**src/design/aspect_fit_placement_core_defines.svh**
```systemverilog
// Assertion macros shared by the placement core.
`ifndef ASPECT_FIT_PLACEMENT_CORE_DEFINES_SVH
`define ASPECT_FIT_PLACEMENT_CORE_DEFINES_SVH

// same-cycle implication
`define AFP_ASSERT_NOW(label, clk, rst_n, ante, cons, msg) \
    label: assert property (@(posedge clk) disable iff (!rst_n) (ante) |-> (cons)) \
        else $error(msg);

// next-cycle implication
`define AFP_ASSERT_NEXT(label, clk, rst_n, ante, cons, msg) \
    label: assert property (@(posedge clk) disable iff (!rst_n) (ante) |=> (cons)) \
        else $error(msg);

`endif

```
**src/design/afp_pkg.sv**
```systemverilog
// Types, constants and helpers for the aspect fit placement core.
package afp_pkg;

    localparam int SIZE_W   = 16;
    localparam int SRC_W    = 12;
    localparam int STATUS_W = 2;
    localparam int CFG_IDX_W = 2;
    localparam int CFG_DATA_W = 12;

    localparam int NUM_W    = SIZE_W + SRC_W;
    localparam int DEN_W    = SRC_W;
    localparam int DIV_CNT_W = $clog2(NUM_W);

    localparam logic [SIZE_W-1:0] MAX_REQ_WIDTH  = 16'd1920;
    localparam logic [SIZE_W-1:0] MAX_REQ_HEIGHT = 16'd1080;

    localparam logic [SRC_W-1:0] SRC_WIDTH_RESET  = 12'd1920;
    localparam logic [SRC_W-1:0] SRC_HEIGHT_RESET = 12'd1080;

    localparam logic [CFG_IDX_W-1:0] CFG_SRC_WIDTH  = 2'd0;
    localparam logic [CFG_IDX_W-1:0] CFG_SRC_HEIGHT = 2'd1;
    localparam logic [CFG_IDX_W-1:0] CFG_STRETCH    = 2'd2;

    localparam logic [STATUS_W-1:0] STATUS_NONE     = 2'd0;
    localparam logic [STATUS_W-1:0] STATUS_ZOOM_IN  = 2'd1;
    localparam logic [STATUS_W-1:0] STATUS_ZOOM_OUT = 2'd2;

    typedef struct packed {
        logic busy;
        logic done;
    } afp_div_stat_t;

    // (frame - pic) / 2, truncated toward zero, low 16 bits
    function automatic logic [SIZE_W-1:0] half_slack(logic [SIZE_W-1:0] frame,
                                                     logic [SIZE_W-1:0] pic);
        logic signed [SIZE_W:0] diff;
        logic signed [SIZE_W:0] halved;
        diff   = $signed({1'b0, frame}) - $signed({1'b0, pic});
        halved = (diff + $signed({{SIZE_W{1'b0}}, diff[SIZE_W]})) >>> 1;
        return halved[SIZE_W-1:0];
    endfunction

    function automatic logic [SIZE_W-1:0] sat16(logic [NUM_W-1:0] v);
        logic [SIZE_W-1:0] r;
        r = (|v[NUM_W-1:SIZE_W]) ? {SIZE_W{1'b1}} : v[SIZE_W-1:0];
        return r;
    endfunction

endpackage

```
**src/design/afp_in_if.sv**
```systemverilog
// Request channel: mode and requested encode size.
interface afp_in_if;
    logic        valid;
    logic        ready;
    logic        mode;
    logic [15:0] req_width;
    logic [15:0] req_height;

    modport source (output valid, mode, req_width, req_height, input ready);
    modport sink   (input valid, mode, req_width, req_height, output ready);
endinterface

```
**src/design/afp_out_if.sv**
```systemverilog
// Result channel: placement of the scaled picture in the encode frame.
interface afp_out_if;
    logic               valid;
    logic               ready;
    logic        [15:0] pic_width;
    logic        [15:0] pic_height;
    logic signed [15:0] offset_x;
    logic signed [15:0] offset_y;
    logic        [15:0] frame_width;
    logic        [15:0] frame_height;
    logic        [1:0]  status;
    logic               reencode;

    modport source (output valid, pic_width, pic_height, offset_x, offset_y,
                    frame_width, frame_height, status, reencode, input ready);
    modport sink   (input valid, pic_width, pic_height, offset_x, offset_y,
                    frame_width, frame_height, status, reencode, output ready);
endinterface

```
**src/design/afp_div.sv**
```systemverilog
// Restoring divider, one quotient bit per cycle.
module afp_div (
    input  logic                        clk,
    input  logic                        rst_n,
    input  logic                        start,
    input  logic [afp_pkg::NUM_W-1:0]   num,
    input  logic [afp_pkg::DEN_W-1:0]   den,
    output logic [afp_pkg::NUM_W-1:0]   quot,
    output afp_pkg::afp_div_stat_t      stat
);
    import afp_pkg::*;

    localparam logic [DIV_CNT_W-1:0] LAST_STEP = DIV_CNT_W'(NUM_W - 1);

    logic [NUM_W-1:0]     num_reg;
    logic [DEN_W-1:0]     den_reg;
    logic [DEN_W-1:0]     rem_reg;
    logic [DIV_CNT_W-1:0] cnt_reg;
    logic                 busy_reg;
    logic                 done_reg;

    logic [DEN_W:0]       trial;
    logic [DEN_W:0]       diff;
    logic                 fits;

    assign trial = {rem_reg, num_reg[NUM_W-1]};
    assign diff  = trial - {1'b0, den_reg};
    assign fits  = (trial >= {1'b0, den_reg});

    always_ff @(posedge clk or negedge rst_n)
    begin
        if (!rst_n)
        begin
            busy_reg <= 1'b0;
            done_reg <= 1'b0;
            cnt_reg  <= '0;
        end
        else
        begin
            done_reg <= 1'b0;
            if (start)
            begin
                busy_reg <= 1'b1;
                cnt_reg  <= '0;
            end
            else if (busy_reg)
            begin
                cnt_reg <= cnt_reg + 1'b1;
                if (cnt_reg == LAST_STEP)
                begin
                    busy_reg <= 1'b0;
                    done_reg <= 1'b1;
                end
            end
        end
    end

    // quotient bits shift in behind the numerator
    always_ff @(posedge clk)
    begin
        if (start)
        begin
            num_reg <= num;
            den_reg <= den;
            rem_reg <= '0;
        end
        else if (busy_reg)
        begin
            num_reg <= {num_reg[NUM_W-2:0], fits};
            rem_reg <= fits ? diff[DEN_W-1:0] : trial[DEN_W-1:0];
        end
    end

    assign quot      = num_reg;
    assign stat.busy = busy_reg;
    assign stat.done = done_reg;

endmodule

```
**src/design/aspect_fit_placement_core.sv**
```systemverilog
// Top level: sequencer, shared multiplier, placement state and channels.
//
//  channel   dir   handshake                  payload
//  request   in    request.valid/ready        mode, req_width, req_height
//  result    out   result.valid/ready         pic/frame size, offsets, status, reencode
//  cfg       in    cfg_wr_en (no wait)        cfg_index, cfg_data
//
// A request passes from accept to result through two multiply steps, a compare
// step, the restoring divider up to its done strobe, and a finish step.
// request.ready is high only while the sequencer is idle.
// A finished result sits in the output register; the next request is taken while
// it waits, and the finish step stalls only if the previous result is still held.
// Reset loads the default source size and clears the placement state.
`include "aspect_fit_placement_core_defines.svh"

module aspect_fit_placement_core (
    input  logic                            clk,
    input  logic                            rst_n,
    afp_in_if.sink                          request,
    afp_out_if.source                       result,
    input  logic                            cfg_wr_en,
    input  logic [afp_pkg::CFG_IDX_W-1:0]   cfg_index,
    input  logic [afp_pkg::CFG_DATA_W-1:0]  cfg_data
);
    import afp_pkg::*;

    typedef enum logic [2:0] {
        S_IDLE,
        S_MUL_A,
        S_MUL_B,
        S_CMP,
        S_DIV,
        S_FINISH
    } state_t;

    state_t state_reg;

    // configuration
    logic [SRC_W-1:0] src_width_reg;
    logic [SRC_W-1:0] src_height_reg;
    logic             stretch_reg;

    // latched request
    logic              mode_reg;
    logic [SIZE_W-1:0] w_reg;
    logic [SIZE_W-1:0] h_reg;

    logic [NUM_W-1:0]  prod_a_reg;
    logic [NUM_W-1:0]  prod_b_reg;
    logic              sel_b_reg;

    // placement state, also the result payload
    logic [SIZE_W-1:0]   pic_w_reg;
    logic [SIZE_W-1:0]   pic_h_reg;
    logic [SIZE_W-1:0]   off_x_reg;
    logic [SIZE_W-1:0]   off_y_reg;
    logic [SIZE_W-1:0]   frame_w_reg;
    logic [SIZE_W-1:0]   frame_h_reg;
    logic [STATUS_W-1:0] status_reg;
    logic                reenc_reg;
    logic                out_valid_reg;

    logic [SRC_W-1:0]  sw;
    logic [SRC_W-1:0]  sh;
    logic [SIZE_W-1:0] sw16;
    logic [SIZE_W-1:0] sh16;

    logic [SIZE_W-1:0] mul_x;
    logic [SRC_W-1:0]  mul_y;
    logic [NUM_W-1:0]  prod;

    logic              div_start;
    logic [NUM_W-1:0]  div_num;
    logic [DEN_W-1:0]  div_den;
    logic [NUM_W-1:0]  div_quot;
    afp_div_stat_t     div_stat;

    logic both_ge;
    logic both_lt;
    logic mixed;
    logic sel_b_next;
    logic out_load;

    logic [SIZE_W-1:0]   q16;
    logic [SIZE_W-1:0]   pw;
    logic [SIZE_W-1:0]   ph;
    logic [SIZE_W-1:0]   pic_w_next;
    logic [SIZE_W-1:0]   pic_h_next;
    logic [SIZE_W-1:0]   off_x_next;
    logic [SIZE_W-1:0]   off_y_next;
    logic [SIZE_W-1:0]   frame_w_next;
    logic [SIZE_W-1:0]   frame_h_next;
    logic [STATUS_W-1:0] status_next;
    logic                reenc_next;

    // a zero source size counts as one
    assign sw   = (src_width_reg  == '0) ? SRC_W'(1) : src_width_reg;
    assign sh   = (src_height_reg == '0) ? SRC_W'(1) : src_height_reg;
    assign sw16 = {{(SIZE_W-SRC_W){1'b0}}, sw};
    assign sh16 = {{(SIZE_W-SRC_W){1'b0}}, sh};

    // shared multiplier: w*sh first, then h*sw
    assign mul_x = (state_reg == S_MUL_A) ? w_reg : h_reg;
    assign mul_y = (state_reg == S_MUL_A) ? sh : sw;
    assign prod  = NUM_W'(mul_x * mul_y);

    assign both_ge = (h_reg >= sh16) && (w_reg >= sw16);
    assign both_lt = (h_reg <  sh16) && (w_reg <  sw16);
    assign mixed   = !both_ge && !both_lt;

    // stretch on a mixed request divides along the axis chosen by height
    assign sel_b_next = (stretch_reg && mixed) ? (h_reg <= sh16) : (prod_a_reg > prod_b_reg);

    assign div_start = (state_reg == S_CMP);
    assign div_num   = sel_b_next ? prod_b_reg : prod_a_reg;
    assign div_den   = sel_b_next ? sh : sw;

    afp_div u_div (
        .clk   (clk),
        .rst_n (rst_n),
        .start (div_start),
        .num   (div_num),
        .den   (div_den),
        .quot  (div_quot),
        .stat  (div_stat)
    );

    assign q16 = sat16(div_quot);

    always_comb
    begin
        if (stretch_reg && !mixed)
        begin
            pw = w_reg;
            ph = h_reg;
        end
        else if (sel_b_reg)
        begin
            pw = q16;
            ph = h_reg;
        end
        else
        begin
            pw = w_reg;
            ph = q16;
        end
    end

    always_comb
    begin
        pic_w_next   = pic_w_reg;
        pic_h_next   = pic_h_reg;
        off_x_next   = off_x_reg;
        off_y_next   = off_y_reg;
        frame_w_next = frame_w_reg;
        frame_h_next = frame_h_reg;
        status_next  = status_reg;
        reenc_next   = 1'b0;
        if (!mode_reg)
        begin
            pic_w_next   = sw16;
            pic_h_next   = sh16;
            frame_w_next = sw16;
            frame_h_next = sh16;
            off_x_next   = '0;
            off_y_next   = '0;
            status_next  = STATUS_NONE;
        end
        else if ((w_reg == sw16) && (h_reg == sh16))
        begin
            pic_w_next   = sw16;
            pic_h_next   = sh16;
            frame_w_next = w_reg;
            frame_h_next = h_reg;
            off_x_next   = '0;
            off_y_next   = '0;
            status_next  = STATUS_NONE;
            reenc_next   = 1'b1;
        end
        else if ((w_reg <= MAX_REQ_WIDTH) && (h_reg <= MAX_REQ_HEIGHT))
        begin
            pic_w_next   = pw;
            pic_h_next   = ph;
            frame_w_next = w_reg;
            frame_h_next = h_reg;
            reenc_next   = 1'b1;
            status_next  = STATUS_ZOOM_IN;
            if (both_ge)
            begin
                if (stretch_reg)
                begin
                    off_x_next = '0;
                    off_y_next = '0;
                end
                else
                begin
                    if (h_reg == ph)
                    begin
                        off_x_next = half_slack(w_reg, pw);
                        off_y_next = '0;
                    end
                    if (w_reg == pw)
                    begin
                        off_x_next = '0;
                        off_y_next = half_slack(h_reg, ph);
                    end
                end
            end
            else if (both_lt)
            begin
                if (stretch_reg)
                begin
                    off_x_next  = '0;
                    off_y_next  = '0;
                    status_next = STATUS_ZOOM_OUT;
                end
                else
                begin
                    if (h_reg == ph)
                        off_x_next = half_slack(w_reg, pw);
                    // coarse match on width in units of 8
                    if (w_reg[SIZE_W-1:3] == pw[SIZE_W-1:3])
                        off_y_next = half_slack(h_reg, ph);
                end
            end
            else if (h_reg <= sh16)
            begin
                off_x_next = half_slack(w_reg, pw);
                off_y_next = '0;
            end
            else
            begin
                off_x_next = '0;
                off_y_next = half_slack(h_reg, ph);
            end
        end
    end

    assign out_load = (state_reg == S_FINISH) && (!out_valid_reg || result.ready);

    always_ff @(posedge clk or negedge rst_n)
    begin
        if (!rst_n)
        begin
            state_reg      <= S_IDLE;
            src_width_reg  <= SRC_WIDTH_RESET;
            src_height_reg <= SRC_HEIGHT_RESET;
            stretch_reg    <= 1'b0;
            pic_w_reg      <= '0;
            pic_h_reg      <= '0;
            off_x_reg      <= '0;
            off_y_reg      <= '0;
            frame_w_reg    <= '0;
            frame_h_reg    <= '0;
            status_reg     <= STATUS_NONE;
            reenc_reg      <= 1'b0;
            out_valid_reg  <= 1'b0;
        end
        else
        begin
            if (cfg_wr_en)
            begin
                case (cfg_index)
                    CFG_SRC_WIDTH:  src_width_reg  <= cfg_data[SRC_W-1:0];
                    CFG_SRC_HEIGHT: src_height_reg <= cfg_data[SRC_W-1:0];
                    CFG_STRETCH:    stretch_reg    <= cfg_data[0];
                    default:        ;
                endcase
            end

            if (result.valid && result.ready && !out_load)
                out_valid_reg <= 1'b0;

            case (state_reg)
                S_IDLE:
                begin
                    if (request.valid)
                        state_reg <= S_MUL_A;
                end
                S_MUL_A:  state_reg <= S_MUL_B;
                S_MUL_B:  state_reg <= S_CMP;
                S_CMP:    state_reg <= S_DIV;
                S_DIV:
                begin
                    if (div_stat.done)
                        state_reg <= S_FINISH;
                end
                S_FINISH:
                begin
                    if (out_load)
                    begin
                        pic_w_reg     <= pic_w_next;
                        pic_h_reg     <= pic_h_next;
                        off_x_reg     <= off_x_next;
                        off_y_reg     <= off_y_next;
                        frame_w_reg   <= frame_w_next;
                        frame_h_reg   <= frame_h_next;
                        status_reg    <= status_next;
                        reenc_reg     <= reenc_next;
                        out_valid_reg <= 1'b1;
                        state_reg     <= S_IDLE;
                    end
                end
                default:  state_reg <= S_IDLE;
            endcase
        end
    end

    // datapath registers, no reset needed
    always_ff @(posedge clk)
    begin
        if (request.valid && request.ready)
        begin
            mode_reg <= request.mode;
            w_reg    <= request.req_width;
            h_reg    <= request.req_height;
        end
        if (state_reg == S_MUL_A)
            prod_a_reg <= prod;
        if (state_reg == S_MUL_B)
            prod_b_reg <= prod;
        if (state_reg == S_CMP)
            sel_b_reg <= sel_b_next;
    end

    assign request.ready       = (state_reg == S_IDLE);
    assign result.valid        = out_valid_reg;
    assign result.pic_width    = pic_w_reg;
    assign result.pic_height   = pic_h_reg;
    assign result.offset_x     = $signed(off_x_reg);
    assign result.offset_y     = $signed(off_y_reg);
    assign result.frame_width  = frame_w_reg;
    assign result.frame_height = frame_h_reg;
    assign result.status       = status_reg;
    assign result.reencode     = reenc_reg;

    `AFP_ASSERT_NEXT(a_busy_after_accept, clk, rst_n,
        request.valid && request.ready, !request.ready,
        "request accepted while a request is in flight")
    `AFP_ASSERT_NOW(a_no_accept_in_div, clk, rst_n,
        div_stat.busy, !request.ready,
        "request ready while divider busy")
    `AFP_ASSERT_NOW(a_reencode_frame_limit, clk, rst_n,
        result.valid && result.reencode && (result.status != STATUS_NONE),
        (result.frame_width <= MAX_REQ_WIDTH) && (result.frame_height <= MAX_REQ_HEIGHT),
        "resize result beyond request limit")

endmodule
```
**src/flat_wrapper.sv**
```systemverilog
// flat-port wrapper written by rule: the top's interface ports become plain ports
module aspect_fit_placement_core_flat import afp_pkg::*;
  (clk, rst_n, cfg_wr_en, cfg_index, cfg_data, request_valid, request_mode, request_req_width, request_req_height, request_ready, result_valid, result_pic_width, result_pic_height, result_offset_x, result_offset_y, result_frame_width, result_frame_height, result_status, result_reencode, result_ready);
  afp_in_if request_i ();
  afp_out_if result_i ();
  input  logic clk;
  input  logic rst_n;
  input  logic cfg_wr_en;
  input  logic [afp_pkg::CFG_IDX_W-1:0] cfg_index;
  input  logic [afp_pkg::CFG_DATA_W-1:0] cfg_data;
  input wire logic [$bits(request_i.valid)-1:0] request_valid;
  input wire logic [$bits(request_i.mode)-1:0] request_mode;
  input wire logic [$bits(request_i.req_width)-1:0] request_req_width;
  input wire logic [$bits(request_i.req_height)-1:0] request_req_height;
  output wire logic [$bits(request_i.ready)-1:0] request_ready;
  output wire logic [$bits(result_i.valid)-1:0] result_valid;
  output wire logic [$bits(result_i.pic_width)-1:0] result_pic_width;
  output wire logic [$bits(result_i.pic_height)-1:0] result_pic_height;
  output wire logic [$bits(result_i.offset_x)-1:0] result_offset_x;
  output wire logic [$bits(result_i.offset_y)-1:0] result_offset_y;
  output wire logic [$bits(result_i.frame_width)-1:0] result_frame_width;
  output wire logic [$bits(result_i.frame_height)-1:0] result_frame_height;
  output wire logic [$bits(result_i.status)-1:0] result_status;
  output wire logic [$bits(result_i.reencode)-1:0] result_reencode;
  input wire logic [$bits(result_i.ready)-1:0] result_ready;
  assign request_i.valid = request_valid;
  assign request_i.mode = request_mode;
  assign request_i.req_width = request_req_width;
  assign request_i.req_height = request_req_height;
  assign request_ready = request_i.ready;
  assign result_valid = result_i.valid;
  assign result_pic_width = result_i.pic_width;
  assign result_pic_height = result_i.pic_height;
  assign result_offset_x = result_i.offset_x;
  assign result_offset_y = result_i.offset_y;
  assign result_frame_width = result_i.frame_width;
  assign result_frame_height = result_i.frame_height;
  assign result_status = result_i.status;
  assign result_reencode = result_i.reencode;
  assign result_i.ready = result_ready;
  aspect_fit_placement_core u_core (.clk(clk), .rst_n(rst_n), .request(request_i), .result(result_i), .cfg_wr_en(cfg_wr_en), .cfg_index(cfg_index), .cfg_data(cfg_data));
endmodule
```
**config.mk**
```make
export PLATFORM = sky130hd
export DESIGN_NAME = aspect_fit_placement_core_flat
export DESIGN_NICKNAME = d
export VERILOG_FILES = /design/src/design/afp_pkg.sv /design/src/design/afp_in_if.sv /design/src/design/afp_out_if.sv /design/src/design/afp_div.sv /design/src/design/aspect_fit_placement_core.sv /design/src/flat_wrapper.sv
export VERILOG_INCLUDE_DIRS = /design/src /design/src/design
export SDC_FILE = /design/constraint.sdc
export NUM_CORES = 1
export LEC_CHECK = 0
export BUFFER_PORTS_ARGS = -buffer_cell sky130_fd_sc_hd__buf_4
export CORE_MARGIN = 4
export CORE_UTILIZATION = 40
export DETAILED_ROUTE_END_ITERATION = 6
export GPL_ROUTABILITY_DRIVEN = 0
export PLACE_DENSITY_LB_ADDON = 0.08
export SETUP_SLACK_MARGIN = 0.15
export SLEW_MARGIN = 20
export SYNTH_ARGS = -nofsm -noshare
export SYNTH_HDL_FRONTEND = slang
export SYNTH_SLANG_ARGS = --single-unit
```
**constraint.sdc**
```tcl
create_clock -name clk -period 11.35 [get_ports clk]
set_input_delay 0.5675 -clock clk [delete_from_list [all_inputs] [get_ports clk]]
set_output_delay 0.5675 -clock clk [all_outputs]
set_load 0.01 [all_outputs]
```
==> metrics.md <==
| Metric | Value |
|---|---|
| Status | finished clean |
| Final Max Tran Viols | 0 |
| Max FO, Critical Path | 43 |
| Final Setup Violations | 0 |
| Worst path slowest cell | a2111oi_0 |
| Clock-pin transition on the worst setup and hold timing paths | 0.06 ns |
| Final nets | 2927 |
| Wire length per cell | 21.44 um |
| Area contributors post-synth | edfxtp_1 17%, dfrtp_1 14%, fa_1 13% |
| HP Class | input pin to asynchronous set/reset pin |
| Antenna fix cells | 0 |
| Worst path most repeated cell | fa_1 |
| H-tree lvl count | 2 |
| First-pass GRT wire length | 110000 um |
| Share of post-route cells with drive strength above 1 | 0.1311 |
| Max-cap viol count | 0 |
| DRC errors left | 0 |
| RSZ-0062 raised after global routing | no |
| Met1 Track Usage GR | 0.3120 |
| Worst R2R Start | u_core.state_reg[0] |
| Asr flop ratio synth | 0.4874 |
| #FFs+latches synth | 277 |
| Distinct cells, synth | 88 |
| Clock latency on the worst-skew pair | 0.56 ns |
| Total GRT Usage | 0.2349 |
| Post-Syn Instances | 2461 |
| Buffers & Inverters on Critical Path | 5 |
| Fin crit period | 7.895 ns |
| GR Layer Usage met2 | 0.3901 |
| Via/cell ratio | 5.499 |
| Crit path cell chain | nor3b_2 -> buf_4 -> buf_4 -> a21o_1 -> nand2_1 -> fa_1 -> fa_1 -> inv_1 -> fa_1 -> inv_1 -> fa_1 -> inv_1 -> fa_1 -> ha_1 -> a21o_1 -> a21oi_1 -> a31o_2 -> a211o_1 -> o311a_1 -> a211oi_1 -> a2111oi_0 -> a21oi_1 -> xnor2_1 |
| Critical Path Sink Type | flop |
| Reg2Reg Setup Slack | 3.45 ns |
| TritonRoute pass-1 iters | 5 |
| CTS max path bufs | 3 |
| Peak Freq | 0.1267 GHz |
| Global route hottest layer | met2 |
| CP peak stage delay | 0.67 ns |
| Lkg Pwr | 11.62 nW |
| Core area | 0.05628 mm^2 |
| Largest net degree at the start of global routing | 113 |
| R2r endpoint | u_core.prod_a_reg[27] |
| Count leader, synth | nand2_1 |
| Fill count | 5452 |
| Area delta synth->final | 14.10% |
| Slew @ Worst Pin | 1.087 ns |
| DIE WIDTH | 246.2 um |
| # IOs | 153 |
| I/O Buffers | 152 |
| PnR worst setup slack | 3.455 ns |
| Mapped cell area | 0.02269 mm^2 |
| CP Class | flop to flop |
| Crit path launch | u_core.state_reg[0] |
| CP top delay family | adder cells |
| Post-route ant nets | 0 |
| Total congestion overflow | 0 |
| Die Height | 246.2 um |
| Cell taking the most area after synthesis | edfxtp_1 |
| P per Cell Area | 203.5 mW/mm^2 |
| Post-DP HPWL | 55810 um |
| Worst vdd ir | 0.2816 mV |
| Reg2reg path depth | 23 |
| Row Count | 87 |
| Required time worst endpoint | 11.61 ns |
| Synthesized area per cell | 9.219 um^2 |
| Pre-CTS WS | 3.253 ns |
| Max_slew headroom | 0.2751 |
| Initial antenna violation count | 0 |
| Hold slack | 0.07472 ns |
| Setup Buffers After CTS | 0 |
| CTS sink cnt | 277 |
| WL final | 71980 um |
| Hold Violations, Final | 0 |
| Max Clock Skew | 0.05183 ns |
| Starting DRT DRC Count | 1237 |
| Setup TNS Final | 0 ns |
| Synth warn | 0 |
| Clock tree from TritonCTS | built |
| Top cell type's share of synthesized area | 0.1721 |
| Hold Buf Count CTS | 0 |
| Die area | 0.06059 mm^2 |
| Met3 Resource Use GR | 0.03744 |
| Synth Flop Type | edfxtp_1 |
| # resized after CTS | 0 |
| Top cells by count, synth | 362 x nand2_1, 251 x inv_1, 195 x o21ai_0 |
| Number of flops mapped to enable cells by yosys | 130 |
| Initial Utilization | 0.4031 |
| Critical path arrival | 8.15 ns |
| Final Cycle Share | 0.6956 |
| Synth Net Count | 2814 |
| Via count | 18.47k |
| Vias in the first global route | 18.28k |
| Worst setup SP type | flop |
| Total CTS buffers | 36 |
| Root Buffer | clkbuf_16 |
| Seq/Total Area, Yosys | 0.3320 |
worst max path at each step:
stage	to	slack (ns)	cells after the start
4_1_cts	u_core.prod_b_reg[27]	3.22	24
6_report	u_core.prod_a_reg[27]	3.45	23
2_1_floorplan	u_core.prod_a_reg[27]	3.48	24
3_5_place_dp	u_core.prod_a_reg[27]	3.25	24
5_1_grt	u_core.prod_b_reg[27]	2.98	23
3_3_place_gp	u_core.prod_a_reg[27]	3.46	24
layout make-up:
type                            count  area (um^2)  share of cell area
Tap cell                          756        945.9             0.03654
Multi-Input combinational cell   1820        13840              0.5345
Sequential cell                   277         7532              0.2910
Clock inverter                     17        140.1            0.005413
Timing Repair Buffer              188         1415             0.05467
Clock buffer                       49         1074             0.04147
Inverter                          251        942.2             0.03640
cell usage in the layout, fill, tap and decap left out, drive strengths merged, types with 73 or more instances in the layout:
master  instances
a21oi         104
buf           188
dfrtp         127
edfxtp        130
fa            142
ha            159
inv           255
mux2i          73
nand2         362
nor2          173
o21ai         199
logic make-up after synthesis:
group                      Yosys count  synth area share
AOI/OAI and AO/OA                  506            0.1415
xor gates and xnor gates            79           0.03050
adders and majority gates          303            0.2139
buffers and inverters              364           0.06045
DFF                                277            0.3320
muxes                              103           0.04710
and+or+nand+nor                    829            0.1746
per-layer routing:
metal  routed length (um)  share of wire  vias up
met5                    0              0        -
met4                 2688          0.037        0
met3                 4159          0.058      127
met2                34070           0.47      583
met1                31060           0.43     9051
li1                     -              -     8705
power breakdown:
group	switching [mW]	internal [mW]	total (mW)	leakage, nW
Sequential	0.0431	1.33	1.37	2.99
Combinational	1.64	1.10	2.74	8.04
Clock	0.464	0.692	1.16	0.590
metrics by stage:
step / util / instance area, um^2 / total power, mW / std cells
4_1_cts: 0.4598 / 25880 / 5.353 / 3358
6_report: 0.4600 / 25890 / 5.268 / 3358
2_1_floorplan: - / 22690 / 3.297 / 2461
3_3_place_gp: 0.4382 / 24660 / 4.132 / 3292
3_5_place_dp: 0.4382 / 24660 / 4.176 / 3292
5_1_grt: 0.4600 / 25890 / 5.669 / 3358
(Power assumes the default switching activity.)
